--- src/ile_pkg.sv ---
// ----------------------------------------------------------------------------
// ile_pkg
// shared types and constants of the indexed list engine
// ----------------------------------------------------------------------------
`timescale 1ns / 1ps
`default_nettype none

package ile_pkg;

  localparam int CAPACITY_DEF    = 64;
  localparam int VALUE_WIDTH_DEF = 32;

  localparam int CMD_W    = 4;
  localparam int ITEM_W   = 32;
  localparam int POS_W    = 7;
  localparam int FIDX_W   = 7;
  localparam int STATUS_W = 2;
  localparam int CNT_W    = 7;

  localparam int IN_DATA_W  = 48;
  localparam int OUT_DATA_W = 48;

  typedef enum logic [CMD_W-1:0] {
    CMD_APPEND       = 4'd0,
    CMD_INSERT_AT    = 4'd1,
    CMD_ORDERED      = 4'd2,
    CMD_REMOVE_AT    = 4'd3,
    CMD_REMOVE_VALUE = 4'd4,
    CMD_GET          = 4'd5,
    CMD_INDEX_OF     = 4'd6,
    CMD_SWAP         = 4'd7,
    CMD_POP          = 4'd8,
    CMD_CLEAR        = 4'd9
  } cmd_e;

  typedef enum logic [STATUS_W-1:0] {
    ST_OK      = 2'd0,
    ST_INVALID = 2'd1,
    ST_FULL    = 2'd2
  } status_e;

endpackage

`default_nettype wire

--- src/indexed_list_engine.sv ---
// ----------------------------------------------------------------------------
// indexed_list_engine
// bounded list of words in a ram plus a count, one command per beat
// ----------------------------------------------------------------------------
// channel   dir  fields (lowest bit up)
// s_axis    in   tuser: cmd; tdata: item_value, position, other_position
// m_axis    out  tdata: read_value, found_index, status, entry_count
// cfg       in   cfg_wdata_i: order_descending
//
// scans and shifts walk the ram at one entry per cycle through its single
// read port.
// reset clears the count and the order register; the ram needs no clearing.
// a waiting result does not block the next command; a command that
// finishes while a result still waits holds until that beat is taken.
// ----------------------------------------------------------------------------
`timescale 1ns / 1ps
`default_nettype none

module indexed_list_engine #(
  parameter int CAPACITY    = ile_pkg::CAPACITY_DEF,
  parameter int VALUE_WIDTH = ile_pkg::VALUE_WIDTH_DEF
) (
  input  wire logic                            clk_i,
  input  wire logic                            rst_ni,
  input  wire logic                            cfg_we_i,
  input  wire logic [0:0]                      cfg_wdata_i,   // order_descending
  input  wire logic                            s_axis_tvalid_i,
  output logic                                 s_axis_tready_o,
  // item_value, position, other_position, zero pad
  input  wire logic [ile_pkg::IN_DATA_W-1:0]   s_axis_tdata_i,
  input  wire logic [ile_pkg::CMD_W-1:0]       s_axis_tuser_i, // cmd
  output logic                                 m_axis_tvalid_o,
  input  wire logic                            m_axis_tready_i,
  // read_value, found_index, status, entry_count
  output logic      [ile_pkg::OUT_DATA_W-1:0]  m_axis_tdata_o
);

  localparam int CW     = $clog2(CAPACITY + 1);
  localparam int AW     = $clog2(CAPACITY);
  localparam int VW     = VALUE_WIDTH;
  localparam int POS_W  = ile_pkg::POS_W;
  localparam int ITEM_W = ile_pkg::ITEM_W;
  localparam int FIDX_W = ile_pkg::FIDX_W;
  localparam int CNT_W  = ile_pkg::CNT_W;
  localparam int PW     = (CW > POS_W) ? CW : POS_W;

  typedef enum logic [3:0] {
    S_IDLE,
    S_SCAN,
    S_SHIFT_UP,
    S_SHIFT_DN,
    S_FETCH,
    S_CAPTURE,
    S_SWAP_RA,
    S_SWAP_RB,
    S_SWAP_WA,
    S_SWAP_WB,
    S_DONE
  } state_e;

  state_e                         state_q, state_d;
  logic [CW-1:0]                  cnt_q, cnt_d;
  logic                           order_q, order_d;
  logic                           act_q, act_d;
  logic                           rv_q, rv_d;
  logic                           m_tvalid_q, m_tvalid_d;

  ile_pkg::cmd_e                  cmd_q, cmd_d;
  logic [VW-1:0]                  val_q, val_d;
  logic [AW-1:0]                  pos_q, pos_d;
  logic [AW-1:0]                  pos2_q, pos2_d;
  logic [CW-1:0]                  iss_q, iss_d;
  logic [AW-1:0]                  src_q, src_d;
  logic [AW-1:0]                  gap_q, gap_d;
  logic [AW-1:0]                  ridx_q, ridx_d;
  logic [AW-1:0]                  wdst_q, wdst_d;
  logic [VW-1:0]                  hold_q, hold_d;
  logic [VW-1:0]                  res_rd_q, res_rd_d;
  logic [FIDX_W-1:0]              res_fidx_q, res_fidx_d;
  ile_pkg::status_e               res_st_q, res_st_d;
  logic [ile_pkg::OUT_DATA_W-1:0] m_tdata_q, m_tdata_d;

  logic                           ram_we;
  logic [AW-1:0]                  ram_waddr;
  logic [VW-1:0]                  ram_wdata;
  logic [AW-1:0]                  ram_raddr;
  logic [VW-1:0]                  ram_rdata;

  ile_pkg::cmd_e                  in_cmd;
  logic [VW-1:0]                  in_val;
  logic [POS_W-1:0]               in_pos;
  logic [POS_W-1:0]               in_pos2;
  logic                           pos_ok;
  logic                           pos2_ok;
  logic                           full;
  logic [CW-1:0]                  cnt_last;
  logic                           hit;

  ile_ram #(
    .WIDTH (VW),
    .DEPTH (CAPACITY)
  ) u_ram (
    .clk_i   (clk_i),
    .we_i    (ram_we),
    .waddr_i (ram_waddr),
    .wdata_i (ram_wdata),
    .raddr_i (ram_raddr),
    .rdata_o (ram_rdata)
  );

  assign in_cmd   = ile_pkg::cmd_e'(s_axis_tuser_i);
  assign in_val   = VW'(s_axis_tdata_i[ITEM_W-1:0]);
  assign in_pos   = s_axis_tdata_i[ITEM_W+POS_W-1:ITEM_W];
  assign in_pos2  = s_axis_tdata_i[ITEM_W+2*POS_W-1:ITEM_W+POS_W];
  assign pos_ok   = PW'(in_pos) < PW'(cnt_q);
  assign pos2_ok  = PW'(in_pos2) < PW'(cnt_q);
  assign full     = cnt_q == CW'(CAPACITY);
  assign cnt_last = cnt_q - 1'b1;

  // shared compare unit
  always_comb begin
    if (cmd_q == ile_pkg::CMD_ORDERED) begin
      hit = order_q ? (ram_rdata < val_q) : (ram_rdata > val_q);
    end else begin
      hit = ram_rdata == val_q;
    end
  end

  always_comb begin
    state_d    = state_q;
    cnt_d      = cnt_q;
    order_d    = cfg_we_i ? cfg_wdata_i[0] : order_q;
    act_d      = act_q;
    rv_d       = 1'b0;
    m_tvalid_d = m_tvalid_q & ~m_axis_tready_i;
    cmd_d      = cmd_q;
    val_d      = val_q;
    pos_d      = pos_q;
    pos2_d     = pos2_q;
    iss_d      = iss_q;
    src_d      = src_q;
    gap_d      = gap_q;
    ridx_d     = ridx_q;
    wdst_d     = wdst_q;
    hold_d     = hold_q;
    res_rd_d   = res_rd_q;
    res_fidx_d = res_fidx_q;
    res_st_d   = res_st_q;
    m_tdata_d  = m_tdata_q;
    ram_we     = 1'b0;
    ram_waddr  = wdst_q;
    ram_wdata  = ram_rdata;
    ram_raddr  = src_q;

    case (state_q)
      S_IDLE: begin
        if (s_axis_tvalid_i) begin
          cmd_d      = in_cmd;
          val_d      = in_val;
          pos_d      = AW'(in_pos);
          pos2_d     = AW'(in_pos2);
          res_rd_d   = '0;
          res_fidx_d = '1;
          res_st_d   = ile_pkg::ST_OK;
          iss_d      = '0;
          state_d    = S_DONE;
          case (in_cmd)
            ile_pkg::CMD_APPEND, ile_pkg::CMD_INSERT_AT, ile_pkg::CMD_ORDERED: begin
              if (full) begin
                res_st_d = ile_pkg::ST_FULL;
              end else if (in_cmd == ile_pkg::CMD_APPEND ||
                           (in_cmd == ile_pkg::CMD_INSERT_AT && !pos_ok) ||
                           (in_cmd == ile_pkg::CMD_ORDERED && cnt_q == '0)) begin
                ram_we    = 1'b1;
                ram_waddr = AW'(cnt_q);
                ram_wdata = in_val;
                cnt_d     = cnt_q + 1'b1;
              end else if (in_cmd == ile_pkg::CMD_INSERT_AT) begin
                gap_d   = AW'(in_pos);
                src_d   = AW'(cnt_last);
                act_d   = 1'b1;
                state_d = S_SHIFT_UP;
              end else begin
                state_d = S_SCAN;
              end
            end
            ile_pkg::CMD_REMOVE_AT, ile_pkg::CMD_GET: begin
              if (pos_ok) begin
                src_d   = AW'(in_pos);
                state_d = S_FETCH;
              end else begin
                res_st_d = ile_pkg::ST_INVALID;
              end
            end
            ile_pkg::CMD_REMOVE_VALUE, ile_pkg::CMD_INDEX_OF: begin
              if (cnt_q != '0) begin
                state_d = S_SCAN;
              end else begin
                res_st_d = ile_pkg::ST_INVALID;
              end
            end
            ile_pkg::CMD_SWAP: begin
              if (pos_ok && pos2_ok) begin
                state_d = S_SWAP_RA;
              end else begin
                res_st_d = ile_pkg::ST_INVALID;
              end
            end
            ile_pkg::CMD_POP: begin
              if (cnt_q != '0) begin
                cnt_d   = cnt_last;
                src_d   = AW'(cnt_last);
                state_d = S_FETCH;
              end else begin
                res_st_d = ile_pkg::ST_INVALID;
              end
            end
            ile_pkg::CMD_CLEAR: begin
              cnt_d = '0;
            end
            default: begin
              res_st_d = ile_pkg::ST_INVALID;
            end
          endcase
        end
      end

      S_SCAN: begin
        if (iss_q < cnt_q) begin
          ram_raddr = AW'(iss_q);
          rv_d      = 1'b1;
          ridx_d    = AW'(iss_q);
          iss_d     = iss_q + 1'b1;
        end
        if (rv_q) begin
          if (hit) begin
            rv_d = 1'b0;
            case (cmd_q)
              ile_pkg::CMD_ORDERED: begin
                gap_d   = ridx_q;
                src_d   = AW'(cnt_last);
                act_d   = 1'b1;
                state_d = S_SHIFT_UP;
              end
              ile_pkg::CMD_REMOVE_VALUE: begin
                res_rd_d = val_q;
                src_d    = ridx_q;
                act_d    = 1'b1;
                state_d  = S_SHIFT_DN;
              end
              default: begin
                res_fidx_d = FIDX_W'(ridx_q);
                state_d    = S_DONE;
              end
            endcase
          end else if (CW'(ridx_q) == cnt_last) begin
            rv_d    = 1'b0;
            state_d = S_DONE;
            if (cmd_q == ile_pkg::CMD_ORDERED) begin
              ram_we    = 1'b1;
              ram_waddr = AW'(cnt_q);
              ram_wdata = val_q;
              cnt_d     = cnt_q + 1'b1;
            end else begin
              res_st_d = ile_pkg::ST_INVALID;
            end
          end
        end
      end

      // entries move up one place, highest first
      S_SHIFT_UP: begin
        if (act_q) begin
          ram_raddr = src_q;
          rv_d      = 1'b1;
          wdst_d    = AW'(src_q + 1'b1);
          if (src_q == gap_q) begin
            act_d = 1'b0;
          end else begin
            src_d = src_q - 1'b1;
          end
        end
        if (rv_q) begin
          ram_we = 1'b1;
        end else if (!act_q) begin
          ram_we    = 1'b1;
          ram_waddr = gap_q;
          ram_wdata = val_q;
          cnt_d     = cnt_q + 1'b1;
          state_d   = S_DONE;
        end
      end

      // entries move down one place, lowest first
      S_SHIFT_DN: begin
        if (act_q) begin
          if ((CW'(src_q) + 1'b1) < cnt_q) begin
            ram_raddr = AW'(src_q + 1'b1);
            rv_d      = 1'b1;
            wdst_d    = src_q;
            src_d     = AW'(src_q + 1'b1);
          end else begin
            act_d = 1'b0;
          end
        end
        if (rv_q) begin
          ram_we = 1'b1;
        end else if (!act_q) begin
          cnt_d   = cnt_last;
          state_d = S_DONE;
        end
      end

      S_FETCH: begin
        ram_raddr = src_q;
        state_d   = S_CAPTURE;
      end

      S_CAPTURE: begin
        res_rd_d = ram_rdata;
        if (cmd_q == ile_pkg::CMD_REMOVE_AT) begin
          act_d   = 1'b1;
          state_d = S_SHIFT_DN;
        end else begin
          state_d = S_DONE;
        end
      end

      S_SWAP_RA: begin
        ram_raddr = pos_q;
        state_d   = S_SWAP_RB;
      end

      S_SWAP_RB: begin
        ram_raddr = pos2_q;
        hold_d    = ram_rdata;
        state_d   = S_SWAP_WA;
      end

      S_SWAP_WA: begin
        ram_we    = 1'b1;
        ram_waddr = pos_q;
        state_d   = S_SWAP_WB;
      end

      S_SWAP_WB: begin
        ram_we    = 1'b1;
        ram_waddr = pos2_q;
        ram_wdata = hold_q;
        state_d   = S_DONE;
      end

      S_DONE: begin
        if (!m_tvalid_q || m_axis_tready_i) begin
          m_tvalid_d = 1'b1;
          m_tdata_d  = {CNT_W'(cnt_q), res_st_q, res_fidx_q, ITEM_W'(res_rd_q)};
          state_d    = S_IDLE;
        end
      end

      default: begin
        state_d = S_IDLE;
      end
    endcase
  end

  always_ff @(posedge clk_i or negedge rst_ni) begin
    if (!rst_ni) begin
      state_q    <= S_IDLE;
      cnt_q      <= '0;
      order_q    <= 1'b0;
      act_q      <= 1'b0;
      rv_q       <= 1'b0;
      m_tvalid_q <= 1'b0;
    end else begin
      state_q    <= state_d;
      cnt_q      <= cnt_d;
      order_q    <= order_d;
      act_q      <= act_d;
      rv_q       <= rv_d;
      m_tvalid_q <= m_tvalid_d;
    end
  end

  always_ff @(posedge clk_i) begin
    cmd_q      <= cmd_d;
    val_q      <= val_d;
    pos_q      <= pos_d;
    pos2_q     <= pos2_d;
    iss_q      <= iss_d;
    src_q      <= src_d;
    gap_q      <= gap_d;
    ridx_q     <= ridx_d;
    wdst_q     <= wdst_d;
    hold_q     <= hold_d;
    res_rd_q   <= res_rd_d;
    res_fidx_q <= res_fidx_d;
    res_st_q   <= res_st_d;
    m_tdata_q  <= m_tdata_d;
  end

  assign s_axis_tready_o = state_q == S_IDLE;
  assign m_axis_tvalid_o = m_tvalid_q;
  assign m_axis_tdata_o  = m_tdata_q;

`ifndef SYNTH
  a_cnt_bound: assert property (@(posedge clk_i) disable iff (!rst_ni)
    cnt_q <= CW'(CAPACITY))
    else $error("entry count above capacity");

  a_cnt_step: assert property (@(posedge clk_i) disable iff (!rst_ni)
    (cnt_q != $past(cnt_q)) |->
      (cnt_q == $past(cnt_q) + 1'b1 || cnt_q == $past(cnt_q) - 1'b1 || cnt_q == '0))
    else $error("entry count moved by more than one");

  a_shift_up_dst: assert property (@(posedge clk_i) disable iff (!rst_ni)
    (state_q == S_SHIFT_UP && rv_q) |-> (wdst_q > gap_q))
    else $error("shift up writes at or below the gap");

  a_out_from_done: assert property (@(posedge clk_i) disable iff (!rst_ni)
    $rose(m_tvalid_q) |-> $past(state_q == S_DONE))
    else $error("result beat raised outside the done state");
`endif

endmodule

`default_nettype wire

--- src/ile_ram.sv ---
// ----------------------------------------------------------------------------
// ile_ram
// generic simple dual-port ram, one write and one registered read per cycle
// ----------------------------------------------------------------------------
`timescale 1ns / 1ps
`default_nettype none

module ile_ram #(
  parameter int WIDTH = 32,
  parameter int DEPTH = 64
) (
  input  wire logic                     clk_i,
  input  wire logic                     we_i,
  input  wire logic [$clog2(DEPTH)-1:0] waddr_i,
  input  wire logic [WIDTH-1:0]         wdata_i,
  input  wire logic [$clog2(DEPTH)-1:0] raddr_i,
  output logic      [WIDTH-1:0]         rdata_o
);

  logic [WIDTH-1:0] mem_q [DEPTH];

  always_ff @(posedge clk_i) begin
    if (we_i) begin
      mem_q[waddr_i] <= wdata_i;
    end
    rdata_o <= mem_q[raddr_i];
  end

endmodule

`default_nettype wire

--- config.mk ---
export PLATFORM = sky130hd
export DESIGN_NAME = indexed_list_engine
export DESIGN_NICKNAME = d
export VERILOG_FILES = /design/src/ile_pkg.sv /design/src/indexed_list_engine.sv /design/src/ile_ram.sv
export SDC_FILE = /design/constraint.sdc
export NUM_CORES = 2
export LEC_CHECK = 0
export BUFFER_PORTS_ARGS = -buffer_cell sky130_fd_sc_hd__buf_2
export CAP_MARGIN = 20
export CORE_AREA = 5 5 359 537
export DETAILED_ROUTE_END_ITERATION = 10
export DIE_AREA = 0 0 364 542
export GPL_TIMING_DRIVEN = 0
export PLACE_DENSITY = 0.77
export SLEW_MARGIN = 40
export SYNTH_ARGS = -nofsm -noshare
export SYNTH_HDL_FRONTEND = slang
export SYNTH_SLANG_ARGS = --single-unit
export TNS_END_PERCENT = 20
--- constraint.sdc ---
create_clock -name clk_i -period 8.5 [get_ports clk_i]
set_input_delay 1.275 -clock clk_i [delete_from_list [all_inputs] [get_ports clk_i]]
set_output_delay 1.275 -clock clk_i [all_outputs]
set_load 0.03 [all_outputs]
# After elaboration in Yosys (flattened, before gate mapping)
# Memories as Yosys holds them, arrays and structs flattened. A register that Yosys moved wholly into a read port is not among the register bits.
# Index checks and enable logic that the tools add are counted.
[word_totals]
ramBits = 2048
memories = 1
regBits = 215
in_bits = 58
out_inout_bits = 50
word_cells = 281
[classes]
bitwise_logic = 2
muxes = 146
n_addsub = 6
eq_ne = 63
order_cmp = 6
n_reduce_logical = 37
[mem_list]
columns = ["memory", "words", "width", "read_ports", "rd_clocked_by_memory_dff", "write_ports", "line", "text"]
rows = [
  ["u_ram.mem_q", 64, 32, 1, 1, 1, "ile_ram.sv:20", "logic [WIDTH-1:0] mem_q [DEPTH];"],
]
[op_table]
columns = ["op", "count"]
rows = [
  ["two-way mux 32 bit", 14],
  ["two-way mux 6 bit", 34],
  ["one-hot mux 32 bit (4 select lines)", 1],
  ["two-way mux 7 bit", 18],
  ["one-hot mux 32 bit (3 select lines)", 1],
  ["two-way mux 4 bit", 14],
  ["inequality test 2 bit, second input constant", 24],
  ["one-hot mux 6 bit (4 select lines)", 2],
  ["one-hot mux 4 bit (10 select lines)", 1],
  ["two-way mux 1 bit", 38],
  ["equality test 4 x 3 -> 1 bit, second input constant", 9],
  ["one-hot mux 6 bit (2 select lines)", 3],
  ["equality test 32 bit", 1],
  ["> comparator 32 bit", 1],
  ["less-than comparator 32 bit", 1],
  ["one-hot mux 6 bit (5 select lines)", 1],
  ["less-than comparator 7 bit", 4],
  ["one-hot mux 7 bit (2 select lines)", 2],
  ["one-hot mux 7 bit (4 select lines)", 1],
  ["equality test 4 x 2 -> 1 bit, second input constant", 6],
  ["inequality test 3 bit, second input constant", 7],
  ["one-hot mux 7 bit (3 select lines)", 1],
  ["equality test 4 bit, second input constant", 5],
  ["one-hot mux 4 bit (5 select lines)", 1],
  ["other kinds (42)", 70],
]

# Longest topological paths before layout
[logic_depth]
word_depth = 12
depth_mapped = 22
depth_no_buf = 14

# Cells and area by module
# A second synthesis with hierarchy kept.
[hier_totals]
hier_cells = 4858
hier_area_um2 = 92572.5
[modules_own_cells]
columns = ["mod", "seq_area_each_um2", "area_each_um2", "cells_per_inst", "n_inst"]
rows = [
  ["ile_ram", 62139.6, 79039.6, 3511, 1],
  ["indexed_list_engine", 6381.1, 13533.0, 1347, 1],
]

# Worst setup path before layout
# Ideal clock, no wire load.
[synth_timing]
path_kind = "input-to-reg"
startpoint = "in s_axis_tdata_i[36] (netlist name)"
endpoint = "mem u_ram.mem_q[58][0], enable pin"
path_stages = 11
setup_time_ns = 0.502
path_buffers = 2
path_slack_ns = 1.433
arrival_time_ns = 6.565
path_cell_list = "ha_1 -> a21oi_1 -> a2bb2oi_1 -> o31a_1 -> o22ai_1 -> and2_1 -> clkbuf_1 -> o31a_1 -> or3_1 -> buf_2 -> nor4_1"
[synth_via]
elab_chain_len = 12
elab_cells_between_ends = 17
classes_between = "1 x order compare; 12 x mux; 4 x reduce/logical"
[synth_lines]
columns = ["element", "line", "text"]
rows = [
  ["from (decl)", "indexed_list_engine.sv:30", "input wire logic [ile_pkg::IN_DATA_W-1:0] s_axis_tdata_i,"],
  ["less-than comparator 7 bit *", "indexed_list_engine.sv:115", "assign pos_ok = PW'(in_pos) < PW'(cnt_q);"],
  ["logical NOT 1 bit *", "indexed_list_engine.sv:172", "(in_cmd == ile_pkg::CMD_INSERT_AT && !pos_ok) ||"],
  ["logical AND 1 bit *", "indexed_list_engine.sv:172", ""],
  ["logical OR 1 bit *", "indexed_list_engine.sv:171", "end else if (in_cmd == ile_pkg::CMD_APPEND ||"],
  ["logical OR 1 bit *", "indexed_list_engine.sv:172", ""],
  ["two-way mux 1 bit", "indexed_list_engine.sv:171", ""],
  ["two-way mux 1 bit", "indexed_list_engine.sv:169", "if (full) begin"],
  ["two-way mux 1 bit", "indexed_list_engine.sv:167", "case (in_cmd)"],
  ["two-way mux 1 bit", "indexed_list_engine.sv:157", "if (s_axis_tvalid_i) begin"],
  ["one-hot mux 1 bit (5 select lines)", "indexed_list_engine.sv:155", "case (state_q)"],
  ["two-way mux 1 bit", "ile_ram.sv:23", "if (we_i) begin"],
  ["two-way mux 1 bit (not written as such)", "ile_ram.sv:24", "mem_q[waddr_i] <= wdata_i;"],
  ["to (decl)", "ile_ram.sv:20", ""],
]
# Every way passes the cells marked *; elsewhere a longest branch is shown, timed or not.

# Worst setup path in the final report
[layout_timing]
startpoint = "reg src_q[0]"
endpoint = "reg u_ram.rdata_o[25] (read register of u_ram.mem_q)"
[layout_via]
elab_chain_len = 5
elab_cells_between_ends = 7
classes_between = "2 x add/sub; 1 x order compare; 4 x mux"
[layout_lines]
columns = ["element", "line", "text"]
rows = [
  ["from (decl)", "indexed_list_engine.sv:73", "logic [AW-1:0] src_q, src_d;"],
  ["from (signal assigned)", "indexed_list_engine.sv:391", "src_q <= src_d;"],
  ["adder 6 x 1 -> 7 bit", "indexed_list_engine.sv:297", "if ((CW'(src_q) + 1'b1) < cnt_q) begin"],
  ["less-than comparator 7 bit", "indexed_list_engine.sv:297", ""],
  ["two-way mux 6 bit (2 in a row)", "n/a", ""],
  ["one-hot mux 6 bit (4 select lines) *", "indexed_list_engine.sv:155", ""],
  ["to (decl)", "ile_ram.sv:17", "output logic [WIDTH-1:0] rdata_o"],
]
# Marks and branches as above.
# A chain may end at the register's enable or synchronous reset.

==> impl_metrics.json <==
{
  "status": "finished clean",
  "viasPerCell": 6.735,
  "synth_top_family_by_area": "simple AND/OR/NAND/NOR gates",
  "synth_nets": 6643,
  "max_freq_mhz": 125.5,
  "cap_violations": 0,
  "grt_use_total_pct": 35.15,
  "max-slew-margin-rel_pct": 27.77,
  "port_buffers": 105,
  "path_buf_inv": 6,
  "drt-total-wl_um": 355600,
  "clk_pin_slew_ns": 0.07,
  "rsz0062_at_grt": "false",
  "antenna_found_initial": 29,
  "yosys-top-cells-count": "2248 x edfxtp_1, 1418 x nand2_1, 409 x mux2i_1, 229 x clkbuf_1, 198 x and3_1",
  "final_layout_size_suffix_gt1_share_pct": 17.25,
  "route.detailed.drc": 0,
  "async_reset_ff_share_pct": 0.6536,
  "drt_iter0_drc": 10797,
  "post-route-min-period_ns": 7.969,
  "hp-class": "input port to asynchronous set/reset pin",
  "synthAdderAreaFrac_pct": 0.8209,
  "fillers": 13777,
  "root_buffer": "clkbuf_16",
  "grt_first_pass_wirelength_um": 482100,
  "synthSimpleGateAreaFrac_pct": 10.42,
  "cts_resized": 0,
  "hold_viol_final": 0,
  "wl_per_cell_um": 35.77,
  "cpMaxStageDelayCell": "nand3_1",
  "postSynthAreaPerCell_um2": 14.25,
  "critPathLaunchType": "flip-flop",
  "yosysWarnings": 0,
  "dpl.hpwl_um": 259300,
  "cts_tree": "built",
  "critPathMaxStageDelay_ns": 0.72,
  "synthMuxAreaShare_pct": 4.440,
  "place_congestion": 1.012,
  "ant_nets": 0,
  "pin_count": 108,
  "tightest_slew_ns": 1.075,
  "cts_buffer_depth": 4,
  "post_cts_buffers": 0,
  "synth-main-ff-cell": "edfxtp_1",
  "min_period_over_period_pct": 93.76,
  "synth_top_area_share_pct": 72.61,
  "die_x_um": 364,
  "cts_buffers": 199,
  "synth-compound-area-share_pct": 8.014,
  "clk_latency_ns": 0.90,
  "grt_pass1_vias": 64957,
  "required_ns": 9.29,
  "cpLargestDelayFamily": "simple AND/OR/NAND/NOR gates",
  "rows": 195,
  "gr-total-overflow": 0,
  "finalNonFillerCells": 9941,
  "ys_seq_area_share_pct": 73.70,
  "crit_fanout": 10,
  "worst_path_most_repeated_cell": "clkbuf_1",
  "area_delta_synth_final_pct": 17.34,
  "core_area_um2": 187600,
  "postCtsHoldBufs": 0,
  "setup_viol": 0,
  "yosysTopAreaCell": "edfxtp_1",
  "slew_viol_final": 0,
  "critPathKind": "flip-flop to flip-flop",
  "clock-sinks": 2295,
  "firstDrtPassIters": 8,
  "synth_xor_area_share_pct": 0.3351,
  "yosysMostFrequentCell": "edfxtp_1",
  "multiInputGateArea_um2": 23570,
  "initial_core_util_pct": 49.55,
  "synth_edf_count": 2248,
  "end_kind": "flip-flop",
  "arrival_ns": 8.76,
  "yosys-top-cells-area": "edfxtp_1 73%, nand2_1 5.7%, mux2i_1 4.4%",
  "die_area_um2": 197300,
  "reg2reg_slack_ns": 0.53,
  "placedCellCount": 9575,
  "final_nets": 7434,
  "chipHeight_um": 542,
  "vias": 66950,
  "htree_num_levels": 4,
  "seq_area_um2": 68520,
  "skew_ns": 0.05445,
  "syn-cell-area_um2": 92970,
  "path_cells": "buf_2 -> and3_1 -> clkbuf_1 -> and3_1 -> clkbuf_1 -> xor2_1 -> ha_1 -> o21ai_0 -> o21ai_1 -> nor2_4 -> mux2_2 -> nand3_1 -> nor3_2 -> buf_2 -> nand2_2 -> clkbuf_1 -> o221ai_1 -> nor3_1 -> a2111oi_2 -> buf_4",
  "synth_cell_types": 91,
  "postSynthCellCount": 6524,
  "grt_start_max_net_pins": 47,
  "ys_ff_latch": 2295
}
-- layout by cell type (no fill, tap or decap), types with 79 or more instances in the layout --
cell and instances:
nand2_1 1418, mux2i_1 409, nand3_1 177, a21oi_1 154
nor2_1 79, and3_1 198, buf_2 393, buf_8 88
a311oi_1 94, a31oi_1 150, clkbuf_16 201, o21ai_0 126
a32oi_1 114, buf_4 194, edfxtp_1 2248, clkbuf_1 206
-- path summary, 6_finish.rpt --
kind / cells past startpoint / from / to
hold / removal: 1 / rst_ni / cnt_q[6]
max in group asynchronous: 1 / rst_ni / state_q[3]
min in group clk_i: 0 / res_fidx_q[3] / m_axis_tdata_o[35]
hold reg to reg: 0 / res_fidx_q[3] / m_axis_tdata_o[35]
setup / recovery: 20 / src_q[0] / u_ram.rdata_o[25]
setup reg to reg: 20 / src_q[0] / u_ram.rdata_o[25]
-- kinds of logic after synthesis --
group / count (synthesis)
and+or+nand+nor: 2182
muxes: 412
adders and majority gates: 61
DFF: 2295
AOI/OAI and AO/OA: 1053
buffers and inverters: 487
xor gates and xnor gates: 34
-- layout make-up --
type / instances / share of cell area (%)
Antenna cell: 16 / 0.03670
Buffer: 428 / 1.814
Clock inverter: 115 / 0.9577
Inverter: 59 / 0.2030
Tap cell: 2462 / 2.824
Clock buffer: 234 / 4.724
Sequential cell: 2295 / 62.81
Timing Repair Buffer: 590 / 5.026
Multi-Input combinational cell: 3742 / 21.61
-- per-layer routing --
metal	GRT usage (%)	wire [um]	share of wire, %	up-vias
li1	-	-	-	26637
met1	35.07	98600	28	32233
met2	55.12	159900	45	6118
met3	12.03	48110	14	1948
met4	37.18	48810	14	14
met5	0	132	0.037	-
-- per-stage QoR --
stage          worst slack [ns]   TNS, ns  hold WS, ns  util (%)  instance area (um^2)
2_1_floorplan             1.433         0       0.4003         -                 92970
3_3_place_gp             -5.213  -9103.49       0.4008     51.47                 96580
3_5_place_dp              1.284         0       0.4045     54.75                102700
4_1_cts                   1.211         0       0.3628     58.05                108900
5_1_grt                  0.6628         0       0.3806     58.13                109100
6_report                 0.5308         0       0.3616     58.14                109100
-- registers in the layout, indices dropped and copies added (netlist names), 7 cells and up --
signal	flops
u_ram.mem_q	2048
m_axis_tdata_o	48
hold_q	32
res_rd_q	32
u_ram.rdata_o	32
val_q	32
cnt_q	7
iss_q	7
res_fidx_q	7
Power is not shown: default switching activity piles up to over one toggle a cycle in this logic, so the estimate is an artifact.
